`src/rtl/sidi_pkg.sv`:
```
`timescale 1ns / 1ps

package sidi_pkg;

  localparam int ValueWidth = 32;
  localparam int NumDigits  = 10;
  localparam int DigitWidth = 4;
  localparam int BcdWidth   = NumDigits * DigitWidth;
  localparam int CharWidth  = 6;
  localparam int ShiftCntW  = $clog2(ValueWidth);
  localparam int RemCntW    = $clog2(NumDigits + 1);

  localparam logic [CharWidth-1:0] AsciiZero  = CharWidth'(48);
  localparam logic [CharWidth-1:0] AsciiMinus = CharWidth'(45);
  localparam logic [CharWidth-1:0] AsciiNine  = CharWidth'(57);

  // Requests from the sequencer to the BCD converter.
  typedef struct packed {
    logic load;   // start a new conversion from the magnitude input
    logic pop;    // shift the BCD word up by one digit
  } dab_ctrl_t;

  // Status from the BCD converter back to the sequencer.
  typedef struct packed {
    logic                  busy;
    logic [DigitWidth-1:0] top_digit;
  } dab_sts_t;

endpackage

```
`src/rtl/sidi_dabble.sv`:
```
`timescale 1ns / 1ps

module sidi_dabble (
  input  logic                           clk,
  input  logic                           rst_n,
  input  sidi_pkg::dab_ctrl_t            ctrl,
  input  logic [sidi_pkg::ValueWidth-1:0] mag,
  output sidi_pkg::dab_sts_t             sts
);
  import sidi_pkg::*;

  logic [ValueWidth-1:0] mag_r;
  logic [BcdWidth-1:0]   bcd_r;
  logic [BcdWidth-1:0]   bcd_adj;
  logic [ShiftCntW-1:0]  cnt_r;
  logic                  busy_r;

  // Add three to every digit of five or more before the next shift.
  always_comb begin
    for (int d = 0; d < NumDigits; d++) begin
      if (bcd_r[d*DigitWidth +: DigitWidth] >= DigitWidth'(5)) begin
        bcd_adj[d*DigitWidth +: DigitWidth] = bcd_r[d*DigitWidth +: DigitWidth] + DigitWidth'(3);
      end else begin
        bcd_adj[d*DigitWidth +: DigitWidth] = bcd_r[d*DigitWidth +: DigitWidth];
      end
    end
  end

  always_ff @(posedge clk) begin
    if (!rst_n) begin
      busy_r <= 1'b0;
      cnt_r  <= '0;
    end else if (ctrl.load) begin
      busy_r <= 1'b1;
      cnt_r  <= '0;
      mag_r  <= mag;
      bcd_r  <= '0;
    end else if (busy_r) begin
      bcd_r <= {bcd_adj[BcdWidth-2:0], mag_r[ValueWidth-1]};
      mag_r <= {mag_r[ValueWidth-2:0], 1'b0};
      cnt_r <= cnt_r + ShiftCntW'(1);
      if (cnt_r == ShiftCntW'(ValueWidth - 1)) begin
        busy_r <= 1'b0;
      end
    end else if (ctrl.pop) begin
      bcd_r <= {bcd_r[BcdWidth-DigitWidth-1:0], {DigitWidth{1'b0}}};
    end
  end

  assign sts.busy      = busy_r;
  assign sts.top_digit = bcd_r[BcdWidth-1 -: DigitWidth];

endmodule

```
`src/rtl/signed_int_to_decimal_ascii.sv`:
```
`timescale 1ns / 1ps

// Signed 32-bit integer to decimal ASCII text.
//
// The input channel (in_valid, in_ready, in_value) takes one signed word per
// conversion. The output channel (out_valid, out_ready, out_ascii_char,
// out_last) returns its decimal text one character per word, most significant
// first: a minus sign for negative values, then the digits without leading
// zeros. out_last marks the final character of each number.
//
// A conversion runs one value at a time. After the input word is taken, the
// magnitude is shifted bit by bit through a double-dabble BCD register, and
// the sequencer waits for the shift to finish. A negative value then emits
// its minus sign. Each of the ten digit positions is then stepped through in
// turn, whether it is a dropped leading zero or an emitted digit, so with no
// stalls an item takes the same time whatever its digit count, a negative
// value taking longer by its sign. in_ready is high only while no conversion
// is in progress.
//
// A stalled receiver simply holds the current character in the output
// register; the sequencer waits and nothing is lost. Synchronous reset
// (rst_n low) drops any conversion in flight and empties the output register.

module signed_int_to_decimal_ascii (
  input  logic                            clk,
  input  logic                            rst_n,
  input  logic                            in_valid,
  output logic                            in_ready,
  input  logic [sidi_pkg::ValueWidth-1:0] in_value,
  output logic                            out_valid,
  input  logic                            out_ready,
  output logic [sidi_pkg::CharWidth-1:0]  out_ascii_char,
  output logic                            out_last
);
  import sidi_pkg::*;

  typedef enum logic [2:0] {
    ST_IDLE,
    ST_CONV,
    ST_SIGN,
    ST_SKIP,
    ST_EMIT
  } state_t;

  state_t                state_r;
  logic                  neg_r;
  logic [RemCntW-1:0]    rem_r;
  logic                  out_valid_r;
  logic [CharWidth-1:0]  out_char_r;
  logic                  out_last_r;

  dab_ctrl_t             dab_ctrl;
  dab_sts_t              dab_sts;
  logic [ValueWidth-1:0] magnitude;
  logic                  in_fire;
  logic                  out_free;
  logic                  out_load;

  assign in_ready = (state_r == ST_IDLE);
  assign in_fire  = in_valid && in_ready;
  // The output register can take a new character when it is empty or being drained.
  assign out_free = !out_valid_r || out_ready;
  // A character is written into the output register in this cycle.
  assign out_load = ((state_r == ST_SIGN) || (state_r == ST_EMIT)) && out_free;

  // Two's complement magnitude; the most negative value maps to 2^31 unsigned.
  assign magnitude = in_value[ValueWidth-1] ? (~in_value + ValueWidth'(1)) : in_value;

  assign dab_ctrl.load = in_fire;
  // Digits are dropped while skipping leading zeros, or consumed as they are emitted.
  assign dab_ctrl.pop  = ((state_r == ST_SKIP) && (dab_sts.top_digit == '0)
                          && (rem_r > RemCntW'(1)))
                      || ((state_r == ST_EMIT) && out_free);

  sidi_dabble u_dabble (
    .clk   (clk),
    .rst_n (rst_n),
    .ctrl  (dab_ctrl),
    .mag   (magnitude),
    .sts   (dab_sts)
  );

  always_ff @(posedge clk) begin
    if (!rst_n) begin
      state_r     <= ST_IDLE;
      out_valid_r <= 1'b0;
      rem_r       <= '0;
      neg_r       <= 1'b0;
    end else begin
      if (out_load) begin
        out_valid_r <= 1'b1;
      end else if (out_ready) begin
        out_valid_r <= 1'b0;
      end
      unique case (state_r)
        ST_IDLE: begin
          if (in_fire) begin
            neg_r   <= in_value[ValueWidth-1];
            state_r <= ST_CONV;
          end
        end
        ST_CONV: begin
          if (!dab_sts.busy) begin
            rem_r   <= RemCntW'(NumDigits);
            state_r <= neg_r ? ST_SIGN : ST_SKIP;
          end
        end
        ST_SIGN: begin
          if (out_free) begin
            out_char_r  <= AsciiMinus;
            out_last_r  <= 1'b0;
            state_r     <= ST_SKIP;
          end
        end
        ST_SKIP: begin
          // The final digit is always kept, so zero still gives one character.
          if ((dab_sts.top_digit == '0) && (rem_r > RemCntW'(1))) begin
            rem_r <= rem_r - RemCntW'(1);
          end else begin
            state_r <= ST_EMIT;
          end
        end
        ST_EMIT: begin
          if (out_free) begin
            out_char_r  <= AsciiZero + CharWidth'(dab_sts.top_digit);
            out_last_r  <= (rem_r == RemCntW'(1));
            rem_r       <= rem_r - RemCntW'(1);
            if (rem_r == RemCntW'(1)) begin
              state_r <= ST_IDLE;
            end
          end
        end
        default: begin
          state_r <= ST_IDLE;
        end
      endcase
    end
  end

  assign out_valid      = out_valid_r;
  assign out_ascii_char = out_char_r;
  assign out_last       = out_last_r;

  // A new value is never taken while the BCD shift is still running.
  a_idle_not_busy: assert property (@(posedge clk) disable iff (!rst_n)
    in_ready |-> !dab_sts.busy)
    else $error("input accepted while conversion busy");

  // Every character is a minus sign or a decimal digit.
  a_char_range: assert property (@(posedge clk) disable iff (!rst_n)
    out_valid |-> (out_ascii_char == AsciiMinus)
               || ((out_ascii_char >= AsciiZero) && (out_ascii_char <= AsciiNine)))
    else $error("output character out of range");

  // A minus sign is never the final character.
  a_minus_not_last: assert property (@(posedge clk) disable iff (!rst_n)
    (out_valid && (out_ascii_char == AsciiMinus)) |-> !out_last)
    else $error("minus sign flagged as last");

  // Emitting always has at least one digit left to send.
  a_emit_has_digit: assert property (@(posedge clk) disable iff (!rst_n)
    (state_r == ST_EMIT) |-> (rem_r != '0))
    else $error("emit with no digits remaining");

endmodule
```
`config.mk`:
```
export PLATFORM = sky130hd
export DESIGN_NAME = signed_int_to_decimal_ascii
export DESIGN_NICKNAME = d
export VERILOG_FILES = /design/src/rtl/sidi_pkg.sv /design/src/rtl/sidi_dabble.sv /design/src/rtl/signed_int_to_decimal_ascii.sv
export SDC_FILE = /design/constraint.sdc
export NUM_CORES = 1
export LEC_CHECK = 0
export ABC_AREA = 1
export BUFFER_PORTS_ARGS = -buffer_cell sky130_fd_sc_hd__buf_2
export CORE_MARGIN = 2
export CORE_UTILIZATION = 30
export DETAILED_ROUTE_END_ITERATION = 10
export GPL_TIMING_DRIVEN = 1
export PLACE_DENSITY = 0.54
export SETUP_SLACK_MARGIN = 0.5
export SYNTH_ARGS = -nofsm -noshare
export SYNTH_HDL_FRONTEND = slang
export SYNTH_HIERARCHICAL = 1
export SYNTH_SLANG_ARGS = --single-unit
```
`constraint.sdc`:
```
create_clock -name clk -period 2.89 [get_ports clk]
set_input_delay 0.578 -clock clk [delete_from_list [all_inputs] [get_ports clk]]
set_output_delay 0.578 -clock clk [all_outputs]
set_load 0.01 [all_outputs]
```
* After elaboration in Yosys (flattened, before gate mapping)
Cells that the tools add are included.
** Word-level totals
- Bits in registers :: 94
- Latch bits :: 0
- Bits in writable memories :: 0
- ROM bits :: 0
- Bits of input ports :: 36
- Word-level logic and storage cells :: 112
- Memories :: 0
** Cells by class
- $add $sub $neg :: 14
- Multipliers :: 0
- Divide/modulo/power cells :: 0
- Magnitude comparators :: 11
- Equality and inequality tests :: 13
- Shifts and indexed selects :: 0
- Mux-type cells :: 38
- Bitwise operators :: 2
- Reductions and logical operators :: 24
** Operators with widths (number)
- 2-to-1 mux 32 bit :: 3
- 2-to-1 mux 40 bit :: 2
- 2-to-1 mux 4 bit :: 12
- >= comparator 4 x 3 -> 1 bit (second input constant) :: 10
- adder 4 x 2 -> 4 bit (second input constant) :: 9
- adder 32 x 1 -> 32 bit (second input constant) :: 1
- NOT 32 bit :: 1
- 2-to-1 mux 3 bit :: 7
- case mux 3 bit (5 select lines) :: 1
- 2-to-1 mux 6 bit :: 2
- case mux 4 bit (3 select lines) :: 1
- case mux 6 bit (2 select lines) :: 1
- 2-to-1 mux 1 bit :: 8
- inequality test 2 bit (second input constant) :: 4
- AND reduction 4 bit :: 2
- adder 5 x 5 -> 6 bit (first input constant) :: 1
- == test 3 x 2 -> 1 bit (second input constant) :: 2
- logical AND 1 bit :: 6
- inequality test 2 x 1 -> 1 bit (second input constant) :: 3
- AND reduction 2 bit :: 3
- AND reduction 6 bit :: 1
- nonzero test 2 bit :: 3
- nonzero test 3 bit :: 2
- adder 5 x 1 -> 5 bit (second input constant) :: 1
- other kinds (14) :: 16

* Longest topological paths before layout
Gate-level depths: netlist of run 1.
- Depth after elaboration :: 6
- Mapped depth :: 12
- Mapped depth without buffers :: 12

* Modules after synthesis
The synthesis of run 1 kept the hierarchy.
** Modules (own cells, without submodules)
- sidi_dabble :: instances 1, cells an instance 545, area each 4538.1 sq um, seq. area each 2282.2 sq um
- signed_int_to_decimal_ascii :: instances 1, cells an instance 307, area each 1739.2 sq um, seq. area each 360.3 sq um

* Worst setup path after synthesis of run 1
OpenSTA, ideal clock, no wires.
- Path kind :: reg-to-reg
- From :: register state_r[0]
- To :: register u_dabble.bcd_r[0], enable pin
- Arrival time :: 2180 ps
- Data required time :: 2492 ps
- Slack :: 312 ps
- Cell stages (with the launch flop) :: 12
- Buffers on the path :: 2
- Period minus slack after synthesis :: 2578 ps
- Path through :: dfxtp_1 -> nor2_1 -> nand2_1 -> inv_1 -> nand2_1 -> inv_1 -> buf_4 -> inv_4 -> nand2_4 -> buf_8 -> nand2_2 -> nand2_1
** RTL lines
- start: declaration :: line signed_int_to_decimal_ascii.sv:45 : state_t state_r;
- start signal: assignment :: line signed_int_to_decimal_ascii.sv:105 : state_r <= neg_r ? ST_SIGN : ST_SKIP;
- end signal: assignment :: line sidi_dabble.sv:39 : bcd_r <= {bcd_adj[BcdWidth-2:0], mag_r[ValueWidth-1]};
- end signal: assignment :: line sidi_dabble.sv:46 : bcd_r <= {bcd_r[BcdWidth-DigitWidth-1:0], {DigitWidth{1'b0}}};
- end: declaration :: line sidi_dabble.sv:13 : logic [BcdWidth-1:0] bcd_r;

==> results of run 1 <==
## area by class of cell
type                            instances  area, um2
Sequential cell                        93       2640
Inverter                              106        405
Fill cell                            2202      13300
Tap cell                              270        338
Timing Repair Buffer                   49        273
Multi-Input combinational cell        629       3070
Clock inverter                          5       83.8
Clock buffer                           11        243
## power breakdown
group          total (mW)  switching (mW)  internal, mW
registers            2.40           0.290          2.11
clock network        1.30           0.517         0.784
logic                2.59            1.72         0.866
## worst paths after layout
check | startpoint | slack, ns | cells past startpoint | endpoint
hold / removal | u_dabble/cnt_r[4] | 0.47 | 2 | u_dabble/cnt_r[4]
setup / recovery | rem_r[0] | 0.72 | 8 | u_dabble/bcd_r[19]
hold reg to reg | u_dabble/cnt_r[4] | 0.47 | 2 | u_dabble/cnt_r[4]
setup reg to reg | rem_r[0] | 0.72 | 8 | u_dabble/bcd_r[19]
## cell usage in the layout (no fill, tap or decap)
master      instances
a21oi_1            24
and2_1              1
buf_12              1
buf_2              43
buf_4               5
bufinv_16           2
clkbuf_1            1
clkbuf_16           9
clkbuf_8            1
clkinv_4            1
clkinvlp_4          2
conb_1              1
dfxtp_1            15
edfxtp_1           78
ha_1               25
inv_1             100
inv_2               3
inv_4               3
nand2_1           338
nand2_2             5
nand2_4             1
nand3_1            65
nand4_1            24
nor2_1             75
nor2_2              3
nor2_4              2
nor2_8              1
nor3_1              9
nor3_2              1
o21ai_0            19
o21ai_2             1
o21ai_4             1
o21bai_1            2
o22ai_2             9
xnor2_1             5
xor2_1             17
## per-stage QoR
step	utilization [%]	cell area, um2	hold slack (ns)
after CTS	34.6	7050	0.473
after global routing	34.6	7050	0.501
after floorplan	-	6280	0.444
after global placement	33.0	6730	0.458
final	34.6	7050	0.469
after detailed placement	33.0	6730	0.463
## worst register-to-register path: stages, from the launching register on
cell and delay (ns):
dfxtp_1 0.39, inv_1 0.09, ha_1 0.22, o21ai_0 0.16, nand2_1 0.13, o21ai_4 0.20
nand2_1 0.09, nand2_2 0.33, buf_12 0.25
## state kept, by name, summed over array words and instances (netlist names), 3 cells and up
register        cells
u_dabble/bcd_r     40
rem_r               4
u_dabble/cnt_r      5
state_r             3
u_dabble/mag_r     32
out_ascii_char      5
## kinds of logic after synthesis
kind of cell               synth area share (%)
xor gates and xnor gates                   3.07
DFF                                        42.1
AOI/OAI and AO/OA                          5.86
adders and majority gates                  4.98
buffers and inverters                      9.07
and+or+nand+nor                            34.9
other                                    0.0597
## metal layers
| layer | vias to the layer above | track usage, % | wire [um] |
|---|---|---|---|
| met5 | - | 0 | 0 |
| li1 | 2800 | - | - |
| met1 | 2336 | 18.0 | 6970 |
| met3 | 11 | 3.07 | 549 |
| met4 | 0 | 3.10 | 180 |
| met2 | 99 | 20.5 | 5850 |
==> impl_metrics.yaml, run 1 <==
placed_design:
  pre_cts_ws_ns: 0.681
  place_congestion: 0.856
  port_buffers: 43
  dp_hpwl_um: 9810
  dp.cells: 1147
drt:
  drt_pass1_iterations: 5
  drt_iter0_markers: 256
  post_drt_wl_per_cell_um: 11.6
  wl_um: 13500
  viasPerCell: 4.51
  postRouteAntennaNets: 0
  drc: 0
  dr_total_vias: 5246
global_routing:
  gr-total-overflow: 0
  grtUsageTotal_pct: 13.0
  grt_pass1_wl_um: 23300
  grt_pass1_vias: 4875
  grt_max_degree: 36
  grt_antenna_before_repair: 0
setup_path:
  worstSetupPathType: "reg -> reg"
  crit_arrival_ns: 2.21
  timing.critical_path.mode_cell: "nand2_1"
  critical_path.startpoint_type: "flop"
  worst-endpoint-required_ns: 2.94
  cp-end-kind: "flop"
  timing.critical_path.max_delay_family: "simple AND/OR/NAND/NOR gates"
  critPathBufInv: 2
  cp_max_fo: 27
  path_cells: "inv_1, ha_1, o21ai_0, nand2_1, o21ai_4, nand2_1, nand2_2, buf_12"
  slowest_delay_ns: 0.39
  crit_slowest_cell: "dfxtp_1"
finish:
  final_cells: 1163
  n_antenna_cell: 0
  final_layout_size_suffix_gt1_share_pct: 10.5
  areaGrowthSynthToFinish_pct: 12.4
  fin_nets: 949
clocking:
  clk_pin_slew_ns: 0.06
  cts_tree: "done"
  cts_root_buf: "clkbuf_16"
  ctsResizeCount: 0
  cts_made_buffers: 9
  cts_setup_buffers: 0
  cts_max_level: 3
  cts.sinks: 93
  clk_latency_ns: 0.35
  cts.hold.buffers_added: 0
  cts_buffer_depth: 2
floorplanning:
  coreArea_mm2: 0.0204
  io_pins: 45
  start_util_pct: 30.8
  dieHeight_um: 149
  die_width_um: 149
  die_area_mm2: 0.0221
  rows: 52
status:
  status: "finished clean"
sta:
  slew_violations: 0
  rsz0062_at_grt: "no"
  fin_tns_setup_ns: 0
  skew_ns: 0.00738
  finalHoldViolations: 0
  setup_viol: 0
  post-route-min-period_ns: 2.17
  setup_ws_ns: 0.724
  min_period_over_period_pct: 75.0
  fmax_ghz: 0.462
synth:
  synth.area.top_cells: "edfxtp_1 37%, nand2_1 20%, inv_1 6.0%, nand3_1 5.2%, ha_1 5.0%"
  syn_area_per_cell_um2: 7.37
  seq_area_frac_synth_pct: 42.1
  synth_cells: 852
  synthesis.nets: 913
  ys_types: 33
  async_flop_share_pct: 0
  yosysMostFrequentCell: "nand2_1"
  yosys.area.top_type_share_pct: 37.3
  synthesis.area_mm2: 0.00628
  synth_largest_area_cell: "edfxtp_1"
  yosys_warnings: 6
  synth_edf_count: 78
  synth.top_cells.by_count: "339 x nand2_1, 100 x inv_1, 78 x edfxtp_1"
  synth_ff_type: "edfxtp_1"
  ys_ff_latch: 93
hold_path:
  hold_class: "reg -> reg"
job:
  maxCapViolations: 0
pwr:
  ir_drop_v: 0.000527
  power.total_mw: 6.29
  p_per_area_mw_per_mm2: 891
  total_leakage_power_nw: 3.31
(Power assumes the default switching activity.)
==> run 2: changes to the inputs <==
--- a/config.mk
+++ b/config.mk
@@ -11,7 +11,7 @@
 export CORE_UTILIZATION = 30
 export DETAILED_ROUTE_END_ITERATION = 10
 export GPL_TIMING_DRIVEN = 1
-export PLACE_DENSITY = 0.54
+export PLACE_DENSITY = 0.56
 export SETUP_SLACK_MARGIN = 0.5
 export SYNTH_ARGS = -nofsm -noshare
 export SYNTH_HDL_FRONTEND = slang
==> constraint.sdc (replaced) <==
create_clock -name clk -period 1.8 [get_ports clk]
set_input_delay 0.36 -clock clk [delete_from_list [all_inputs] [get_ports clk]]
set_output_delay 0.36 -clock clk [all_outputs]
set_load 0.01 [all_outputs]
==> run 2 against run 1 <==
Cell area is 31% higher. Routed wire length is 32% higher. Clock power is 38% higher. Cell count is 7.0% higher. Combinational power grew to 3.2 times the previous value. Worst hold slack worse by 0.17 ns. Sequential share of layout area is 8.8 points lower.
==> impl_metrics.yaml, run 2 (synthesis gave the netlist of run 1 again) <==
global_routing:
  grt_antenna_before_repair: 0
  gr-total-overflow: 0
  grtUsageTotal_pct: 16.1
  grt_max_degree: 27
  grtUsageMet3_pct: 2.45
  grtUsageMet1_pct: 20.5
  grt_pass1_vias: 5842
  grt_use_met2_pct: 27.8
  grt-busiest-layer: "met2"
  grt_pass1_wl_um: 28500
clocking:
  cts_buffer_depth: 2
  cts.hold.buffers_added: 0
  cts_made_buffers: 9
  cts_tree: "done"
  clk_pin_slew_ns: 0.07
  clk_latency_ns: 0.35
  cts_root_buf: "clkbuf_16"
  cts.sinks: 93
  cts_max_level: 3
setup_path:
  cp_max_fo: 5
  worstSetupPathType: "reg -> reg"
  r2r-start: "rem_r[0]"
  worst-endpoint-required_ns: 1.86
  crit_arrival_ns: 1.79
  cp-end-kind: "flop"
  critical_path.startpoint_type: "flop"
  rr_endpoint: "u_dabble/bcd_r[5]"
  reg2reg_slack_ns: 0.08
  reg2reg_depth: 9
hold_path:
  whs_path_depth: 3
  worstHoldStart: "in_value[0]"
  hold_class: "in -> reg"
  holdPathEnd: "u_dabble/mag_r[0]"
sta:
  setup_ws_ns: 0.0789
  finalHoldViolations: 0
  skew_ns: 0.00979
  slew_violations: 0
  rsz0062_at_grt: "yes"
  timing.hold.ws_ns: 0.303
  setup_viol: 0
  post-route-min-period_ns: 1.72
  min_period_over_period_pct: 95.6
  fmax_ghz: 0.581
finish:
  n_antenna_cell: 0
  reg_top3: "u_dabble/bcd_r: 40 flops, u_dabble/mag_r: 32 flops"
  final_cell_mix: "229 x nand2_1, 85 x inv_1, 78 x edfxtp_1"
  fin_nets: 1030
  final_cells: 1244
  areaGrowthSynthToFinish_pct: 47.2
  largest_reg_flops: 40
  final_common_cell: "nand2_1"
  final_util_pct: 45.4
  regMostFlops: "u_dabble/bcd_r"
  final_layout_size_suffix_gt1_share_pct: 38.0
  finish.instance_area_mm2: 0.00924
floorplanning:
  rows: 52
  dieHeight_um: 149
  start_util_pct: 30.8
  io_pins: 45
  die_area_mm2: 0.0221
  die_width_um: 149
  coreArea_mm2: 0.0204
drt:
  viasPerCell: 4.78
  drt_pass1_iterations: 5
  drc: 0
  postRouteAntennaNets: 0
  post_drt_wl_per_cell_um: 14.4
  dr_total_vias: 5948
  drt_iter0_markers: 424
  wl_um: 17900
pwr:
  ir_drop_v: 0.000679
  p_per_area_mw_per_mm2: 1500
  total_leakage_power_nw: 4.18
placed_design:
  place_area_mm2: 0.00703
  dp_hpwl_um: 10300
  port_buffers: 43
  dp.cells: 1158
  pre_cts_ws_ns: 0.0889
  place_congestion: 0.861
status:
  status: "finished clean"
job:
  maxCapViolations: 0
[run 2: layer usage]
metal  up-vias  wire length, um
met3        25              722
met5         -                0
met4         0              315
met2       160             9110
li1       2983                -
met1      2780             7730
[run 2: worst max-delay path by stage]
stage,from,endpoint,slack (ns)
2_1_floorplan,state_r[0],u_dabble/mag_r[0],-0.14
3_3_place_gp,rem_r[0],u_dabble/bcd_r[26],0.09
3_5_place_dp,rem_r[0],u_dabble/bcd_r[25],0.09
4_1_cts,u_dabble/bcd_r[39],u_dabble/bcd_r[15],0.11
5_1_grt,state_r[0],u_dabble/bcd_r[4],0.02
6_report,rem_r[0],u_dabble/bcd_r[5],0.08
[run 2: cell type report]
type	count	area [um2]
Fill cell	1911	11100
Multi-Input combinational cell	629	3990
Sequential cell	93	2650
Timing Repair Buffer	127	1490
Inverter	106	457
Tap cell	270	338
Clock buffer	10	229
Clock inverter	6	46.3
Timing Repair inverter	3	41.3
[run 2: critical path, stage by stage (launching register included)]
cell       delay, ns
dfxtp_4         0.38
inv_4           0.04
ha_4            0.16
o21ai_2         0.15
nand2_2         0.09
o21ai_4         0.14
nand2_2         0.08
nand2_4         0.12
buf_12          0.13
clkbuf_16       0.14
[run 2: repair_timing]
action                     in CTS  in global routing
setup buffers                  38                 10
gates resized for setup       150                131
hold endpoints to repair        0                  0
pin swaps                      37                 74
cloned                         17                  5
setup endpoints to repair     161                166
[run 2: through the flow]
step	TNS [ns]	power [mW]
floorplan	-7.11	7.34
global placement	0	8.42
detailed placement	0	8.46
global route	0	14.8
CTS	0	12.8
finish	0	13.9
[run 2: where the power goes]
part	total [mW]	internal (mW)	leakage [nW]	switching (mW)
Clock	1.79	0.947	0.129	0.847
Combinational	8.17	3.69	3.19	4.48
Sequential	3.94	3.41	0.856	0.530
Total	13.9	8.05	4.18	5.86
